### src/rtl/core/bms_pkg.sv
`timescale 1ns / 1ps

package bms_pkg;

   localparam logic [1:0] FUNC_TICK   = 2'd0;
   localparam logic [1:0] FUNC_START  = 2'd1;
   localparam logic [1:0] FUNC_WARN   = 2'd2;
   localparam logic [1:0] FUNC_ENABLE = 2'd3;

   localparam logic [1:0] MEL_POWER_ON  = 2'd0;
   localparam logic [1:0] MEL_POWER_OFF = 2'd1;
   localparam logic [1:0] MEL_SHUTDOWN  = 2'd2;
   localparam logic [1:0] MEL_UNUSED    = 2'd3;

   localparam logic [1:0] WARN_BEEP1 = 2'd0;
   localparam logic [1:0] WARN_GAP   = 2'd1;
   localparam logic [1:0] WARN_BEEP2 = 2'd2;
   localparam logic [1:0] WARN_PAUSE = 2'd3;

   localparam logic CSR_TONE_DUTY = 1'b0;
   localparam logic CSR_WARN_FREQ = 1'b1;

   localparam logic [7:0]  TONE_DUTY_RESET = 8'd64;
   localparam logic [15:0] WARN_FREQ_RESET = 16'd1000;
   localparam logic [15:0] FREQ_RESET      = 16'd2000;

   localparam logic [31:0] WARN_BEEP_MS  = 32'd120;
   localparam logic [31:0] WARN_GAP_MS   = 32'd80;
   localparam logic [31:0] WARN_PAUSE_MS = 32'd700;

   localparam logic [3:0] LAST_SLOT = 4'd10;

   typedef struct packed {
      logic [31:0] ms_clock;
      logic        sound_enabled;
      logic [15:0] cur_freq;
      logic [7:0]  cur_duty;
      logic        playing;
      logic [1:0]  active_melody;
      logic [3:0]  note_pos;
      logic [31:0] note_begin;
      logic        warn_active;
      logic [1:0]  warn_phase;
      logic [31:0] warn_due;
   } bms_state_type;

   typedef struct packed {
      logic [15:0] freq;
      logic [8:0]  dur;
   } bms_note_type;

   function automatic bms_note_type note_lookup(logic [1:0] mel, logic [3:0] pos);
      logic [3:0]   p;
      bms_note_type n;
      p = (pos > LAST_SLOT) ? LAST_SLOT : pos;
      n = '0;
      case (mel)
         MEL_POWER_OFF: begin
            case (p)
               4'd0: n = '{16'd784, 9'd80};
               4'd1: n = '{16'd659, 9'd80};
               4'd2: n = '{16'd523, 9'd80};
               4'd3: n = '{16'd392, 9'd200};
               default: n = '0;
            endcase
         end
         MEL_SHUTDOWN: begin
            case (p)
               4'd0: n = '{16'd800, 9'd100};
               4'd1: n = '{16'd0, 9'd60};
               4'd2: n = '{16'd800, 9'd100};
               4'd3: n = '{16'd0, 9'd60};
               4'd4: n = '{16'd800, 9'd100};
               4'd5: n = '{16'd0, 9'd60};
               4'd6: n = '{16'd600, 9'd150};
               4'd7: n = '{16'd0, 9'd100};
               4'd8: n = '{16'd600, 9'd150};
               4'd9: n = '{16'd0, 9'd100};
               default: n = '{16'd400, 9'd300};
            endcase
         end
         default: begin
            case (p)
               4'd0: n = '{16'd523, 9'd80};
               4'd1: n = '{16'd659, 9'd80};
               4'd2: n = '{16'd784, 9'd80};
               4'd3: n = '{16'd1047, 9'd150};
               default: n = '0;
            endcase
         end
      endcase
      return n;
   endfunction

   function automatic logic [3:0] mel_len(logic [1:0] mel);
      logic [3:0] len;
      case (mel)
         MEL_SHUTDOWN: len = 4'd11;
         default:      len = 4'd4;
      endcase
      return len;
   endfunction

endpackage

### src/rtl/core/buzzer_melody_sequencer.sv
`timescale 1ns / 1ps

// Buzzer tone sequencer: plays three fixed melodies and a two-beep warning
// pattern (120 ms on, 80 ms off, 120 ms on, 700 ms off).
// Request channel (req_valid / req_stall): func 0 is a one-ms tick, 1 starts
// melody req_melody_select, 2 sets the warning to req_flag, 3 sets sound
// enable to req_flag.
// Response channel (rsp_valid / rsp_stall): one response per request with
// the tone frequency, duty (0 = silent), melody busy and warning status
// after that request.
// A request is held in the request register, then its next state is written
// to the state/response registers. Throughput: one request per cycle while
// rsp_stall is low, set by the single next-state pass between those registers.
// The csr_ port writes tone duty (index 0) and warning frequency (index 1);
// write only while no request is in flight.
// Reset (synchronous) clears both stages and restores duty 64, warning
// frequency 1000 Hz, tone 2000 Hz silent, sound enabled.
// While rsp_stall is high the response holds; one more request is buffered
// and req_stall rises after that.

module buzzer_melody_sequencer (
   input  logic        clock,
   input  logic        reset,
   input  logic        req_valid,
   output logic        req_stall,
   input  logic [1:0]  req_func,
   input  logic [1:0]  req_melody_select,
   input  logic        req_flag,
   output logic        rsp_valid,
   input  logic        rsp_stall,
   output logic [15:0] rsp_tone_freq_hz,
   output logic [7:0]  rsp_tone_level,
   output logic        rsp_melody_busy,
   output logic        rsp_warning_on,
   input  logic        csr_write_en,
   input  logic        csr_index,
   input  logic [15:0] csr_wdata
);

   logic                   pend_ff;
   logic [1:0]             func_ff;
   logic [1:0]             sel_ff;
   logic                   flag_ff;
   logic                   rsp_valid_ff;
   logic [7:0]             tone_duty_ff;
   logic [15:0]            warn_freq_ff;
   bms_pkg::bms_state_type state_ff;
   bms_pkg::bms_state_type state_in;
   logic                   advance;
   logic                   req_take;

   assign advance   = !rsp_valid_ff || !rsp_stall;
   assign req_stall = pend_ff && !advance;
   assign req_take  = req_valid && !req_stall;

   bms_step u_step (
      .st            (state_ff),
      .func          (func_ff),
      .melody_select (sel_ff),
      .flag          (flag_ff),
      .tone_duty     (tone_duty_ff),
      .warn_freq_hz  (warn_freq_ff),
      .ns            (state_in)
   );

   always_ff @(posedge clock) begin
      if (reset) begin
         pend_ff      <= 1'b0;
         rsp_valid_ff <= 1'b0;
         tone_duty_ff <= bms_pkg::TONE_DUTY_RESET;
         warn_freq_ff <= bms_pkg::WARN_FREQ_RESET;
         state_ff     <= '{
            ms_clock:      32'd0,
            sound_enabled: 1'b1,
            cur_freq:      bms_pkg::FREQ_RESET,
            cur_duty:      8'd0,
            playing:       1'b0,
            active_melody: bms_pkg::MEL_POWER_ON,
            note_pos:      4'd0,
            note_begin:    32'd0,
            warn_active:   1'b0,
            warn_phase:    bms_pkg::WARN_BEEP1,
            warn_due:      32'd0
         };
      end else begin
         if (csr_write_en) begin
            case (csr_index)
               bms_pkg::CSR_TONE_DUTY: tone_duty_ff <= csr_wdata[7:0];
               default:                warn_freq_ff <= csr_wdata;
            endcase
         end
         if (advance) begin
            rsp_valid_ff <= pend_ff;
            if (pend_ff) begin
               state_ff <= state_in;
            end
         end
         if (req_take) begin
            pend_ff <= 1'b1;
         end else if (advance) begin
            pend_ff <= 1'b0;
         end
      end
   end

   always_ff @(posedge clock) begin
      if (req_take) begin
         func_ff <= req_func;
         sel_ff  <= req_melody_select;
         flag_ff <= req_flag;
      end
   end

   assign rsp_valid        = rsp_valid_ff;
   assign rsp_tone_freq_hz = state_ff.cur_freq;
   assign rsp_tone_level   = state_ff.cur_duty;
   assign rsp_melody_busy  = state_ff.playing;
   assign rsp_warning_on   = state_ff.warn_active;

endmodule

### src/rtl/core/bms_step.sv
`timescale 1ns / 1ps

module bms_step (
   input  bms_pkg::bms_state_type st,
   input  logic [1:0]             func,
   input  logic [1:0]             melody_select,
   input  logic                   flag,
   input  logic [7:0]             tone_duty,
   input  logic [15:0]            warn_freq_hz,
   output bms_pkg::bms_state_type ns
);

   logic [31:0]           ms_inc;
   logic [31:0]           note_age;
   logic [3:0]            pos_inc;
   bms_pkg::bms_note_type note_cur;
   bms_pkg::bms_note_type note_next;
   bms_pkg::bms_note_type note_first;

   assign ms_inc     = st.ms_clock + 32'd1;
   assign note_age   = ms_inc - st.note_begin;
   assign pos_inc    = st.note_pos + 4'd1;
   assign note_cur   = bms_pkg::note_lookup(st.active_melody, st.note_pos);
   assign note_next  = bms_pkg::note_lookup(st.active_melody, pos_inc);
   assign note_first = bms_pkg::note_lookup(melody_select, 4'd0);

   always_comb begin
      ns = st;
      case (func)
         bms_pkg::FUNC_TICK: begin
            ns.ms_clock = ms_inc;
            if (st.warn_active && !st.playing && !(ms_inc < st.warn_due)) begin
               case (st.warn_phase)
                  bms_pkg::WARN_BEEP1: begin
                     if (st.sound_enabled) begin
                        ns.cur_freq = warn_freq_hz;
                        ns.cur_duty = tone_duty;
                     end
                     ns.warn_due   = ms_inc + bms_pkg::WARN_BEEP_MS;
                     ns.warn_phase = bms_pkg::WARN_GAP;
                  end
                  bms_pkg::WARN_GAP: begin
                     ns.cur_duty   = '0;
                     ns.warn_due   = ms_inc + bms_pkg::WARN_GAP_MS;
                     ns.warn_phase = bms_pkg::WARN_BEEP2;
                  end
                  bms_pkg::WARN_BEEP2: begin
                     if (st.sound_enabled) begin
                        ns.cur_freq = warn_freq_hz;
                        ns.cur_duty = tone_duty;
                     end
                     ns.warn_due   = ms_inc + bms_pkg::WARN_BEEP_MS;
                     ns.warn_phase = bms_pkg::WARN_PAUSE;
                  end
                  default: begin
                     ns.cur_duty   = '0;
                     ns.warn_due   = ms_inc + bms_pkg::WARN_PAUSE_MS;
                     ns.warn_phase = bms_pkg::WARN_BEEP1;
                  end
               endcase
            end
            if (st.playing && (note_age >= {23'd0, note_cur.dur})) begin
               ns.note_pos = pos_inc;
               if (pos_inc >= bms_pkg::mel_len(st.active_melody)) begin
                  ns.cur_duty = '0;
                  ns.playing  = 1'b0;
               end else begin
                  ns.note_begin = ms_inc;
                  if (note_next.freq != 16'd0) begin
                     if (st.sound_enabled) begin
                        ns.cur_freq = note_next.freq;
                        ns.cur_duty = tone_duty;
                     end
                  end else begin
                     ns.cur_duty = '0;
                  end
               end
            end
         end
         bms_pkg::FUNC_START: begin
            if (st.sound_enabled && (melody_select != bms_pkg::MEL_UNUSED)) begin
               ns.active_melody = melody_select;
               ns.note_pos      = '0;
               ns.playing       = 1'b1;
               ns.note_begin    = st.ms_clock;
               if (note_first.freq != 16'd0) begin
                  ns.cur_freq = note_first.freq;
                  ns.cur_duty = tone_duty;
               end else begin
                  ns.cur_duty = '0;
               end
            end
         end
         bms_pkg::FUNC_WARN: begin
            if (flag != st.warn_active) begin
               ns.warn_active = flag;
               ns.warn_phase  = bms_pkg::WARN_BEEP1;
               if (!flag) begin
                  ns.cur_duty = '0;
               end else begin
                  ns.warn_due = st.ms_clock;
               end
            end
         end
         default: begin
            if (flag != st.sound_enabled) begin
               ns.sound_enabled = flag;
               if (!flag) begin
                  ns.cur_duty = '0;
                  ns.playing  = 1'b0;
               end
            end
         end
      endcase
   end

endmodule

### config.mk
export PLATFORM = sky130hd
export DESIGN_NAME = buzzer_melody_sequencer
export DESIGN_NICKNAME = d
export VERILOG_FILES = /design/src/rtl/core/bms_pkg.sv /design/src/rtl/core/buzzer_melody_sequencer.sv /design/src/rtl/core/bms_step.sv
export SDC_FILE = /design/constraint.sdc
export NUM_CORES = 1
export LEC_CHECK = 0
export ABC_AREA = 1
export BUFFER_PORTS_ARGS = -buffer_cell sky130_fd_sc_hd__buf_4
export CORE_ASPECT_RATIO = 1.2
export CORE_MARGIN = 10
export CORE_UTILIZATION = 60
export CTS_BUF_LIST = sky130_fd_sc_hd__clkbuf_8
export DETAILED_ROUTE_END_ITERATION = 7
export PLACE_DENSITY_LB_ADDON = 0.12
export SETUP_SLACK_MARGIN = 0.05
export SLEW_MARGIN = 40
export SYNTH_ARGS = -nofsm -noshare
export SYNTH_HDL_FRONTEND = slang
export SYNTH_SLANG_ARGS = --single-unit
### constraint.sdc
create_clock -name clock -period 12.1 [get_ports clock]
set_input_delay 1.815 -clock clock [delete_from_list [all_inputs] [get_ports clock]]
set_output_delay 1.815 -clock clock [all_outputs]
set_load 0.005 [all_outputs]
Word level (Yosys, flattened, before mapping)
Memories as Yosys holds them, arrays and structs flattened.
Index checks and enable logic that the tools add are counted.
{"block": "classes", "add_sub_neg": 6, "magnitude_cmp": 5, "n_eq_ne": 27, "mux": 49, "bitwise": 3, "n_reduce_logical": 38}
{"op": "$mux W24", "n": 9}
{"op": "$pmux W34 S3", "n": 1}
{"op": "$pmux W20 S4", "n": 1}
{"op": "$pmux W19 S4", "n": 1}
{"op": "$pmux W36 S2", "n": 1}
{"op": "$mux W34", "n": 2}
{"op": "$pmux W34 S2", "n": 1}
{"op": "$add A32 B7 Y32 const B", "n": 2}
{"op": "$mux W32", "n": 2}
{"op": "$pmux W16 S2", "n": 2}
{"op": "$pmux W8 S4", "n": 2}
{"op": "$mux W63", "n": 1}
{"op": "$pmux W25 S2", "n": 1}
{"op": "$mux W16", "n": 3}
{"op": "$mux W8", "n": 5}
{"op": "$mux W36", "n": 1}
{"op": "$pmux W18 S2", "n": 1}
{"op": "$add A32 B1 Y32 const B", "n": 1}
{"op": "$add A32 B10 Y32 const B", "n": 1}
{"op": "$ge A32 B9 Y1", "n": 1}
{"op": "$lt A32 B32 Y1", "n": 1}
{"op": "$reduce_bool A16 Y1", "n": 2}
{"op": "$sub A32 B32 Y32", "n": 1}
{"op": "$mux W25", "n": 1}
{"op": "other kinds (35)", "n": 84}
{"block": "word_totals", "reg_bits": 162, "romBits": 448, "input_bits": 27, "wordCells": 148, "mem_count": 2}
{"name": "(name not given)", "words": 16, "width": 14, "rd": 1, "rd_clocked_by_memory_dff": 0, "wr": 0, "line_no": "bms_pkg.sv:68", "text": "case (p)"}
{"name": "(name not given)", "words": 16, "width": 14, "rd": 1, "rd_clocked_by_memory_dff": 0, "wr": 0, "line_no": "bms_pkg.sv:68"}

Longest topological paths before layout
Gate-level depths: netlist of the first run.
{"block": "depth", "ltp_word": 13, "ltp_mapped": 36}

Hierarchy
A second synthesis of the first run with hierarchy kept.
{"block": "hier_totals", "cells_unflattened": 3564, "area_unflattened_um2": 19698.9}
{"mod": "bms_step", "n_inst": 1, "cells_per_inst": 2565, "area_each_um2": 12523.3, "seq_area_each_um2": 0.0}
{"mod": "buzzer_melody_sequencer", "n_inst": 1, "cells_per_inst": 999, "area_each_um2": 7175.6, "seq_area_each_um2": 3293.2}

Worst setup path before layout of the first run
Ideal clock, no wire load.
{"block": "synth_path", "path_type": "flip-flop to flip-flop", "start": "register state_ff[99] (netlist bit)", "end": "register state_ff (netlist bit rsp_tone_freq_hz[9])", "arrival_ps": 4190, "required_time_ps": 11985, "setup_slack_ps": 7795, "stages_incl_launch_ff": 35, "n_path_buf": 1, "period_less_slack_ps": 4305, "cell_sequence": "dfxtp_1 -> ha_1 -> nand3_2 -> nor2_2 -> xor2_2 -> inv_2 -> ha_1 -> nand2_1 -> inv_1 -> nand2_1 -> inv_1 -> nand2_1 -> nand2_1 -> xor2_1 -> ha_1 -> a21o_1 -> nor2_1 -> nand2_1 -> nand2_1 -> nand2_1 -> nor2_1 -> nand3_1 -> nor2_1 -> nand3_1 -> nor2_1 -> nand4_4 -> nand2_4 -> inv_2 -> buf_2 -> nand2_1 -> nand2_1 -> nand2_1 -> nand2_1 -> nand2_1 -> nand2_1"}
{"block": "synth_between", "elab_chain_len": 10, "elab_cells_between_ends": 13, "classes_between": "2 x add/sub; 2 x order compare; 6 x mux; 3 x reduce/logical"}
{"item": "start, declared", "line_no": "buzzer_melody_sequencer.sv:47", "text": "bms_pkg::bms_state_type state_ff;"}
{"item": "start signal, assigned", "line_no": "buzzer_melody_sequencer.sv:72", "text": "state_ff <= '{"}
{"item": "start signal, assigned", "line_no": "buzzer_melody_sequencer.sv:95", "text": "state_ff <= state_in;"}
{"item": "$add A32 B1 Y32 (*)", "line_no": "bms_step.sv:20", "text": "assign ms_inc = st.ms_clock + 32'd1;"}
{"item": "named net u_step.ms_inc[6]", "line_no": "bms_step.sv:13", "text": "logic [31:0] ms_inc;"}
{"item": "parallel branches: the longest is 7 deep, another holds $sub A32 B32 Y32"}
{"item": "$mux W25 (*)", "line_no": "bms_step.sv:62", "text": "if (st.playing && (note_age >= {23'd0, note_cur.dur})) begin"}
{"item": "$pmux W16 S2 (*)", "line_no": "bms_step.sv:29", "text": "case (func)"}
Mark *: on every way through the listed nets, which the timed path passes. The select of a mux whose other input is x is not followed.
A chain may end at the register's enable or synchronous reset.

Final worst setup path of the first run
{"block": "layout_path", "start": "register state_ff[119] (netlist bit)", "end": "register state_ff[30] (netlist bit)"}
{"block": "layout_between", "elab_chain_len": 6, "elab_cells_between_ends": 12, "classes_between": "4 x add/sub; 1 x order compare; 1 x eq/ne; 3 x mux; 3 x reduce/logical"}
{"item": "$add A32 B1 Y32 (*)", "line_no": "bms_step.sv:20"}
{"item": "named net u_step.ms_inc[23]", "line_no": "bms_step.sv:13"}
{"item": "parallel branches: the longest is 5 deep, another holds $add A32 B10 Y32"}
Marked as above.

==> results of run 1 <==
## how the worst max path moves through the flow
stage,startpoint,endpoint,slack [ns],cells past startpoint
5_1_grt,state_ff[120],state_ff[29],5.18,24
3_3_place_gp,state_ff[110],state_ff[30],6.06,24
6_report,state_ff[119],state_ff[30],5.72,24
3_5_place_dp,state_ff[110],state_ff[30],5.91,24
2_1_floorplan,state_ff[99],rsp_tone_freq_hz[9],7.80,34
4_1_cts,state_ff[110],state_ff[30],5.87,24
## sequential cells by signal, summed over array words and instances (netlist names)
name and cells:
flag_ff 1, func_ff 2, pend_ff 1, rsp_melody_busy 1
rsp_tone_freq_hz 16, rsp_tone_level 8, rsp_valid 1, rsp_warning_on 1
sel_ff 2, state_ff 105, tone_duty_ff 8, warn_freq_ff 16
## where the power goes
part	switching, mW	internal, mW
clock network	0.239	0.169
logic	0.288	0.132
registers	0.0168	0.552
total	0.543	0.853
## per-layer routing
metal / GRT usage (%) / vias to the layer above / wire, µm
li1: - / 8465 / -
met1: 36.3 / 7851 / 20400
met2: 55.6 / 901 / 25900
met3: 5.93 / 215 / 4890
met4: 19.3 / 0 / 3280
met5: 0 / - / 0
## layout by cell type, fill, tap and decap left out, types with 35 or more instances in the layout
master | Yosys | final
nand3_1 | 214 | 214
inv_1 | 354 | 353
a21oi_1 | 236 | 236
dfxtp_1 | 157 | 157
buf_4 | 30 | 75
o21ai_0 | 159 | 159
xor2_1 | 36 | 35
ha_1 | 96 | 96
nor2_1 | 207 | 202
nand4_1 | 41 | 41
nand2_1 | 803 | 803
o22ai_1 | 36 | 36
## final cells by class
| class | count | share of cell area, % |
|---|---|---|
| repair buffers | 75 | 3.49 |
| inverters | 374 | 8.69 |
| multi-input cells | 1985 | 62.5 |
| well taps | 330 | 2.56 |
| clock inverters | 15 | 0.937 |
| flip-flops and latches | 162 | 20.4 |
| clock buffers | 17 | 1.45 |
## critical path: cells and delay by family, from the launching register on
| family | cells | cell delay [ns] |
|---|---|---|
| AOI/OAI and AO/OA | 2 | 0.29 |
| and+or+nand+nor | 16 | 2.75 |
| xor gates and xnor gates | 1 | 0.53 |
| adders and majority gates | 1 | 0.41 |
| DFF | 1 | 0.53 |
| buffers and inverters | 4 | 1.76 |
## stage by stage
stage / cells / power [mW] / util [%] / cell area (µm²)
after floorplan: 2641 / 0.872 / - / 15400
after global placement: 2926 / 0.981 / 62.1 / 15800
after detailed placement: 2926 / 0.988 / 62.1 / 15800
after CTS: 2958 / 1.39 / 63.6 / 16100
after global routing: 2958 / 1.47 / 63.6 / 16200
final: 2958 / 1.40 / 63.6 / 16200
## logic make-up after synthesis
family          after synthesis  synth area share, %
buf+inv                     494                 13.0
fa+ha+maj                    97                 7.95
mux                           5                0.326
flops                       162                 21.5
compound gates              491                 17.2
xor+xnor                     45                 2.81
simple gates               1347                 37.3
==> impl_results.md, run 1 <==
- Total global-route track usage: 32.2%
- Hold_buf cts: 0
- CTS Buf Count: 17
- Startpoint type of the worst setup path: flip-flop
- Share of layout cells above drive strength 1: 6.85%
- Predominant post-synthesis flop cell: dfxtp_1
- Final Wtd Congestion: roughly 1.1
- Syn_nets: roughly 2,800
- Initial antenna violation count: 0
- Hold Crit Depth: 2
- R2R depth: 24
- Drt drc: 0
- Syn avg cell area: slightly below 6 µm²
- Vias in the first global route: roughly 17,000
- Final #Nets: between 2,000 and 3,000
- Synth unique cells: 55
- CP Cell Sequence: nand2_1, nor3_1, nand2_1, nor2_1, nand2_1, xor2_1, inv_1, ha_1, nand2_1, nor2_1, nand3_1, nor3_1, nand2_1, nand2_1, nand2_1, nand2_1, nand3_1, nor2_1, buf_4, clkinv_1, buf_4, a21oi_1, nand2_1, a21oi_1
- Min Tclk post-route: approximately 6.4 ns
- Count leader, synth: nand2_1
- Critical Path End Type: flip-flop
- Inserted Diodes: 0
- R2r setup slk: between 5 and 6 ns
- Fin. Hold Viols: 0
- Vias per std cell: roughly 5.9
- DR pass1 iterations: 8
- Area taken by multi-input logic gates: around 10,000 µm²
- R2R Path End: state_ff[30]
- Synth top area cells: dfxtp_1 20%, nand2_1 20%, inv_1 8.7%
- Initial Util: just over 60%
- Max incr delay on CP: 0.58 ns
- Ys async rst share: 0%
- Clock Tree Buf Depth: 2
- Worst hold path endpoint: state_ff[10]
- Max Cap Viol: 0
- Area growth syn-to-layout: 5.22%
- 1st-iter DRT viols: approximately 1,600
- CP Data Arrival Time: around 6.8 ns
- Hold_sp: state_ff[10]
- Routed wire length: approximately 54,000 µm
- R2r startpoint: state_ff[119]
- DP Worst Slack: ~6 ns
- YS warnings: 0
- Seq/Total Area, Yosys: between 20 and 25%
- Wire per inst: ~18 µm
- Top cell type's share of synthesized area: 20.5%
- EDFF count, synth: 5
- Post-Syn Area: 15,400 µm²
- PD cells: just under 90 nW/µm²
- Cells after Synth: roughly 2,600
- Core area: approximately 25,000 µm²
- CP required: 12.53 ns
- RSZ-0062 raised after global routing: no
- Resized Gates After CTS: 0
- CTS sink count: 162
- First-pass GRT wire length: between 80,000 and 90,000 µm
- FF/Latch Area: ~3300 µm²
- Min-delay worst type: flip-flop to flip-flop
- Final setup violation count: 0
- Post-CTS Setup Inserts: 0
- #FFs+latches synth: between 150 and 200
- TNS Setup: 0 ns
- Highest Clock Rate: around 160 MHz
- Largest net degree at the start of global routing: 56
- Leak: approximately 7.7 nW
- Count of pins over their slew limit: 0
- Rows: 64
- Final worst setup slack: 5.72 ns
- Post-synth top area cell: dfxtp_1
- Die X: between 150 and 200 µm
- Vias post-DR: 17,432
- Die H: between 150 and 200 µm
- Crit-path max FO: 26
- Peak VDD IR: approximately 0.000067 V
- Fin crit share: around 53%
- H-tree Lvls: 4
- Max stage delay cell, worst path: nand2_1
- CTS root buf: clkbuf_8
- GR Overflow Total: 0
- Post-synth top cells: 803 x nand2_1, 354 x inv_1, 236 x a21oi_1
- # IOs: 55
- Worst-path clk slew: about 0.10 ns
- Cell mode on critical path: nand2_1
- Status: finished clean
- DP HPWL: 41,100 µm
- Fillcell total: roughly 2,600
- Worst slew pin tran: approximately 0.9 ns
- Final Hold Slack: between 0.4 and 0.5 ns
- Slew margin rel.: a little under two fifths
- IO Port Bufs: 54
- Die area: between 30,000 and 40,000 µm²
- Worst-Skew Late Latency: around 0.5 ns
- Final ANT Viol Nets: 0
- Clock skew: 0.0150 ns
- CTS tree: done
- Setup Crit Path Kind: flip-flop to flip-flop
No activity file was read; power rests on OpenSTA's default activity.
==> run 2: changes to the inputs <==
Settings changed: ABC_AREA 1 to 0, CORE_UTILIZATION 60 to 59.
Clock period 12.1 ns to 5.5 ns, I/O delays scaled along.
==> impl_results.md, run 2 <==
- Status: finished clean
- Post-Syn Area: roughly 15,000 µm²
- Largest net degree at the start of global routing: 64
- # IOs: 55
- Fin crit share: between 90% and 100%
- Min Tclk post-route: roughly 5.2 ns
- Commonest non-fill, non-tap cell in the layout: nand2_1
- IO Port Bufs: 54
- Vias in the first global route: between 10,000 and 15,000
- Min-delay worst type: flip-flop to flip-flop
- GR Overflow Total: 0
- Final ANT Viol Nets: 0
- CTS Buf Count: 17
- Crit-path max FO: 15
- Synth top area cells: dfxtp_1 22%, ha_1 8.3%, a21oi_1 5.9%
- Inserted Diodes: 0
- Vias post-DR: roughly 15,000
- Post-synth top cells: 203 x nand2_1, 172 x a21oi_1, 157 x dfxtp_1
- Share of layout cells above drive strength 1: between 15 and 20%
- Max incr delay on CP: approximately 0.44 ns
- Predominant post-synthesis flop cell: dfxtp_1
- Most frequent cells in the layout: 203 x nand2_1, 165 x a21oi_1, 155 x buf_4, 152 x dfxtp_1, 133 x nor2_1
- Count leader, synth: nand2_1
- CP Cell Sequence: ha_2, nand3_2, or3_4, and2_1, inv_2, ha_2, a21oi_4, o21ai_1, xor2_1, ha_1, a21oi_1, o21ai_0, a22oi_1, nand4_1, a2111o_1, a2111oi_2, nand4_1, nand4b_4, o21ai_4, o21bai_4, buf_8, buf_8, a221oi_2
- Syn avg cell area: about 7.5 µm²
- PD cells: 170 nW/µm²
- Seq/Total Area, Yosys: 22.7%
- CP Data Arrival Time: ~5.6 ns
- Vias per std cell: around 6.6
- Die H: about 190 µm
- CP bufs+invs: 3
- Top delay family on crit path: compound AO/OA/AOI/OAI gates
- Initial antenna violation count: 0
- #FFs+latches synth: between 150 and 200
- Leak: about 6.3 nW
- R2r setup slk: between 0.2 and 0.3 ns
- Clock Tree Buf Depth: 2
- Fin. Hold Viols: 0
- Syn_nets: just over 2,000
- Count of pins over their slew limit: 0
- Largest Register: state_ff
- Highest Clock Rate: between 150 and 200 MHz
- 1st-iter DRT viols: roughly 1,500
- Final setup violation count: 0
- Area growth syn-to-layout: 10.8%
- Setup Crit Path Kind: flip-flop to flip-flop
- Fillcell total: 2,180
- Worst slew pin tran: between 0.8 and 0.9 ns
- Max stage delay cell, worst path: a2111o_1
- Initial Util: roughly three fifths
- Non-Filler Instances: 2,290
- Rows: between 60 and 70
- TNS Setup: 0 ns
- Top cell type's share of synthesized area: 21.6%
- Slew margin rel.: between 40 and 50%
- Ys async rst share: 0%
- Drt drc: 0
- Die area: 31,300 µm²
- RSZ-0062 raised after global routing: no
- Final Hold Slack: about 0.46 ns
- Post-synth top area cell: dfxtp_1
- Max Cap Viol: 0
- Clock skew: approximately 0.022 ns
- H-tree Lvls: 4
- Startpoint type of the worst setup path: flip-flop
- Final #Nets: between 2,000 and 2,500
- YS warnings: 0
- Routed wire length: between 40,000 and 50,000 µm
- DR pass1 iterations: 5
- EDFF count, synth: 5
- Wire per inst: approximately 21 µm
- DP HPWL: 36,500 µm
- Total global-route track usage: a little under a third
- Die X: 163 µm
- Final Wtd Congestion: between 0.9 and 1
- Cells after Synth: 1,937
- Synth unique cells: 98
- CP required: about 5.9 ns
- Worst-Skew Late Latency: 0.49 ns
- Hold_buf cts: 0
- CTS sink count: ~160
- First-pass GRT wire length: around 77,000 µm
- DP Cell Count: between 2,000 and 2,500
- Worst-path clk slew: 0.10 ns
- Core area: 24,100 µm²
- Largest register FFs: 105
- CTS root buf: clkbuf_8
- CTS tree: done
- Critical Path End Type: flip-flop
- Peak VDD IR: 0.000177 V
## run 2: final cells by class
| cell class | instances | area [µm²] | area share [%] |
|---|---|---|---|
| Clock buffer | 19 | 262 | 1.63 |
| Multi-Input combinational cell | 1488 | 10200 | 63.3 |
| Inverter | 122 | 458 | 2.85 |
| Clock inverter | 13 | 136 | 0.848 |
| Timing Repair Buffer | 166 | 1350 | 8.39 |
| Tap cell | 320 | 400 | 2.49 |
| Sequential cell | 162 | 3300 | 20.5 |
## run 2: what timing repair did
item	in CTS	in global routing
setup endpoints to repair	0	81
setup buffers	0	4
gates resized for setup	0	45
## run 2: cells by family (layout without fill, tap and decap cells)
| logic type | Yosys count | in the layout | synth area share (%) |
|---|---|---|---|
| buffers and inverters | 287 | 320 | 8.57 |
| DFF | 162 | 162 | 22.7 |
| xor gates and xnor gates | 103 | 103 | 6.47 |
| AOI/OAI and AO/OA | 610 | 610 | 29.6 |
| muxes | 35 | 35 | 2.52 |
| adders and majority gates | 97 | 97 | 8.41 |
| and+or+nand+nor | 643 | 643 | 21.7 |
## run 2: routing by layer
metal | routed length, µm | part of all wire (%) | up-vias | global-route usage, %
met1 | 18400 | 38 | 7175 | 33.9
met4 | 3230 | 6.7 | 0 | 19.2
met2 | 23500 | 49 | 694 | 52.1
met3 | 3130 | 6.5 | 208 | 4.71
met5 | 0 | 0 | - | 0
li1 | - | - | 7088 | -
## run 2: path summary, 6_finish.rpt
check | start | end | cells past startpoint
max reg2reg | state_ff[99] | state_ff[49] | 23
min reg2reg | state_ff[5] | state_ff[5] | 2
min | state_ff[5] | state_ff[5] | 2
max | state_ff[99] | state_ff[49] | 23
## run 2: stage by stage
step	setup WS (ns)	area (µm²)	utilization (%)	total power, mW
after global routing	0.0385	16100	66.7	2.85
after detailed placement	0.128	15500	64.1	1.80
after global placement	0.213	15400	63.9	1.79
after CTS	0.0691	15900	65.7	2.71
after floorplan	0.198	14500	-	1.65
final	0.299	16100	66.7	2.74
## run 2: where the power goes
| part | switching, mW | total (mW) | internal, mW | leakage (nW) |
|---|---|---|---|---|
| registers | 0.0259 | 1.24 | 1.21 | 1.32 |
| logic | 0.352 | 0.572 | 0.220 | 4.81 |
| clock network | 0.507 | 0.934 | 0.428 | 0.199 |
## run 2: worst reg2reg max path, cell delays in order (launching register included)
cell and delay, ns:
dfxtp_1 0.35, ha_2 0.21, nand3_2 0.13, or3_4 0.43
and2_1 0.21, inv_2 0.08, ha_2 0.32, a21oi_4 0.17
o21ai_1 0.11, xor2_1 0.16, ha_1 0.32, a21oi_1 0.13
o21ai_0 0.09, a22oi_1 0.21, nand4_1 0.12, a2111o_1 0.44
a2111oi_2 0.23, nand4_1 0.17, nand4b_4 0.27, o21ai_4 0.23
o21bai_4 0.13, buf_8 0.19, buf_8 0.18, a221oi_2 0.24
==> run 3: changes to the inputs <==
Clock period 5.5 ns to 4.54 ns, I/O delays scaled along.
==> impl_results.md, run 3 (synthesis results as in run 2) <==
- IO Port Bufs: 54
- Largest Register: state_ff
- Final core utilization: between 70% and 80%
- Max incr delay on CP: ~0.4 ns
- Fillcell total: between 1,500 and 2,000
- Min-delay worst type: input pin to flip-flop
- Area taken by multi-input logic gates: between 10,000 and 15,000 µm²
- Largest register FFs: between 100 and 150
- Inserted Diodes: 0
- CP required: 4.95 ns
- CP Data Arrival Time: 5.22 ns
- H-tree Lvls: 4
- Die X: about 160 µm
- FF/Latch Area: 3300 µm²
- Wire length on met1: about 20,000 µm
- Vias in the first global route: roughly 16,000
- PD cells: 192 nW/µm²
- Vias per std cell: roughly 6.6
- Clock Tree Buf Depth: 2
- CP Cell Sequence: buf_4, buf_4, ha_1, fa_1, nand2b_1, a21oi_2, nor2_2, o21ai_0, xor2_1, ha_1, nand3_1, nor2_1, a22oi_1, nand4_1, a2111o_1, a2111oi_2, nand4_1, nand4b_4, o21ai_4, buf_6, nand3_2, a311oi_2
- Largest net degree at the start of global routing: 57
- Clock skew: between 0.02 and 0.025 ns
- Final Wtd Congestion: a little over 1
- Most frequent cells in the layout: 333 x buf_4, 201 x nand2_1, 162 x a21oi_1, 152 x dfxtp_1, 129 x nor2_1
- Wire per inst: 21.5 µm
- CTS root buf: clkbuf_8
- Worst slew pin tran: approximately 0.88 ns
- DP HPWL: 39,200 µm
- Peak VDD IR: ~0.00021 V
- Violated checks: design-rule violations, negative setup slack
- Critical Path End Type: flip-flop
- DR pass1 iterations: 8
- Share of layout cells above drive strength 1: a little over a quarter
- Total global-route track usage: 32.8%
- 1st-iter DRT viols: between 2,000 and 2,500
- DR top layer: met4
- Die area: approximately 31,000 µm²
- Routed wl met3: 4510 µm
- Initial antenna violation count: 0
- Initial Util: around 60%
- CTS Buf Count: 17
- Routed wire length: between 50,000 and 60,000 µm
- Leak: 7.32 nW
- Met2 routed wirelength: roughly 25,000 µm
- Min Tclk post-route: slightly below 5 ns
- Fin. Hold Viols: 0
- Rows: 62
- Count of pins over their slew limit: 0
- CP bufs+invs: 3
- Final Hold Slack: around 0.35 ns
- Highest Clock Rate: 208 MHz
- CTS sink count: between 150 and 200
- First-pass GRT wire length: slightly above 80,000 µm
- Status: complete, but fails checks
- Setup Crit Path Kind: flip-flop to flip-flop
- Slew margin rel.: 41.1%
- Drt drc: 2
- RSZ-0062 raised after global routing: yes
- DP Worst Slack: -0.374 ns
- DP Area: between 15,000 and 20,000 µm²
- Fin crit share: 106%
- Die H: 192 µm
- TNS Setup: -13.04 ns
- Crit-path max FO: 8
- # IOs: 55
- Top delay family on crit path: compound AO/OA/AOI/OAI gates
- Max Cap Viol: 0
- Core area: ~24,000 µm²
- Final #Nets: 2,269
- Final ANT Viol Nets: 0
- CTS tree: done
- Final worst setup slack: -0.275 ns
- Final instance area: about 18,000 µm²
- Worst-path clk slew: roughly 0.10 ns
- Area growth syn-to-layout: 23.8%
- Vias post-DR: about 16,000
- GR Overflow Total: 0
- Commonest non-fill, non-tap cell in the layout: buf_4
- Max stage delay cell, worst path: a2111o_1
- Startpoint type of the worst setup path: flip-flop
- Worst-Skew Late Latency: between 0.5 and 0.6 ns
- Final setup violation count: 61
[run 3: cell count changes in the layout (fill, tap and decap cells not counted), sizes merged]
cell	previous run	this run
buf	166	353
bufinv	2	1
clkinvlp	4	5
inv	126	127
[run 3: power by group]
| group | leakage [nW] | switching [mW] | internal (mW) |
|---|---|---|---|
| logic | 5.82 | 0.482 | 0.369 |
| registers | 1.33 | 0.0311 | 1.47 |
| clock network | 0.183 | 0.646 | 0.455 |
[run 3: path summary, 6_finish.rpt]
kind	to	slack, ns	startpoint	depth (start not counted)
setup / recovery	rsp_tone_level[6]	-0.27	state_ff[99]	22
hold reg to reg	state_ff[7]	0.46	state_ff[7]	2
setup reg to reg	rsp_tone_level[6]	-0.27	state_ff[99]	22
hold / removal	sel_ff[1]	0.35	req_melody_select[1]	1
[run 3: layer usage]
layer / vias to the layer above / GRT usage, %
li1: 7469 / -
met1: 7604 / 38.7
met2: 965 / 54.2
met3: 270 / 6.58
met4: 0 / 19.3
met5: - / 0
[run 3: timing repair]
action,4_1_cts,5_1_grt
endpoints found under the setup margin,84,95
gates resized for setup,34,66
cloned,0,1
pin swaps,21,23
hold buffers,0,0
buffers inserted,11,7
[run 3: per-stage QoR]
stage | total power [mW] | cells
after floorplan | 2.01 | 1937
after global routing | 3.56 | 2478
after detailed placement | 2.29 | 2427
final | 3.45 | 2478
after global placement | 2.27 | 2427
after CTS | 3.38 | 2470
[run 3: final cells by class]
cell class,count,share of cell area (%)
clock buffer,18,1.38
sequential,162,18.4
inverter,122,2.55
multi-input combinational,1488,58.9
tap,320,2.23
clock inverter,14,0.724
timing repair buffer,354,15.9
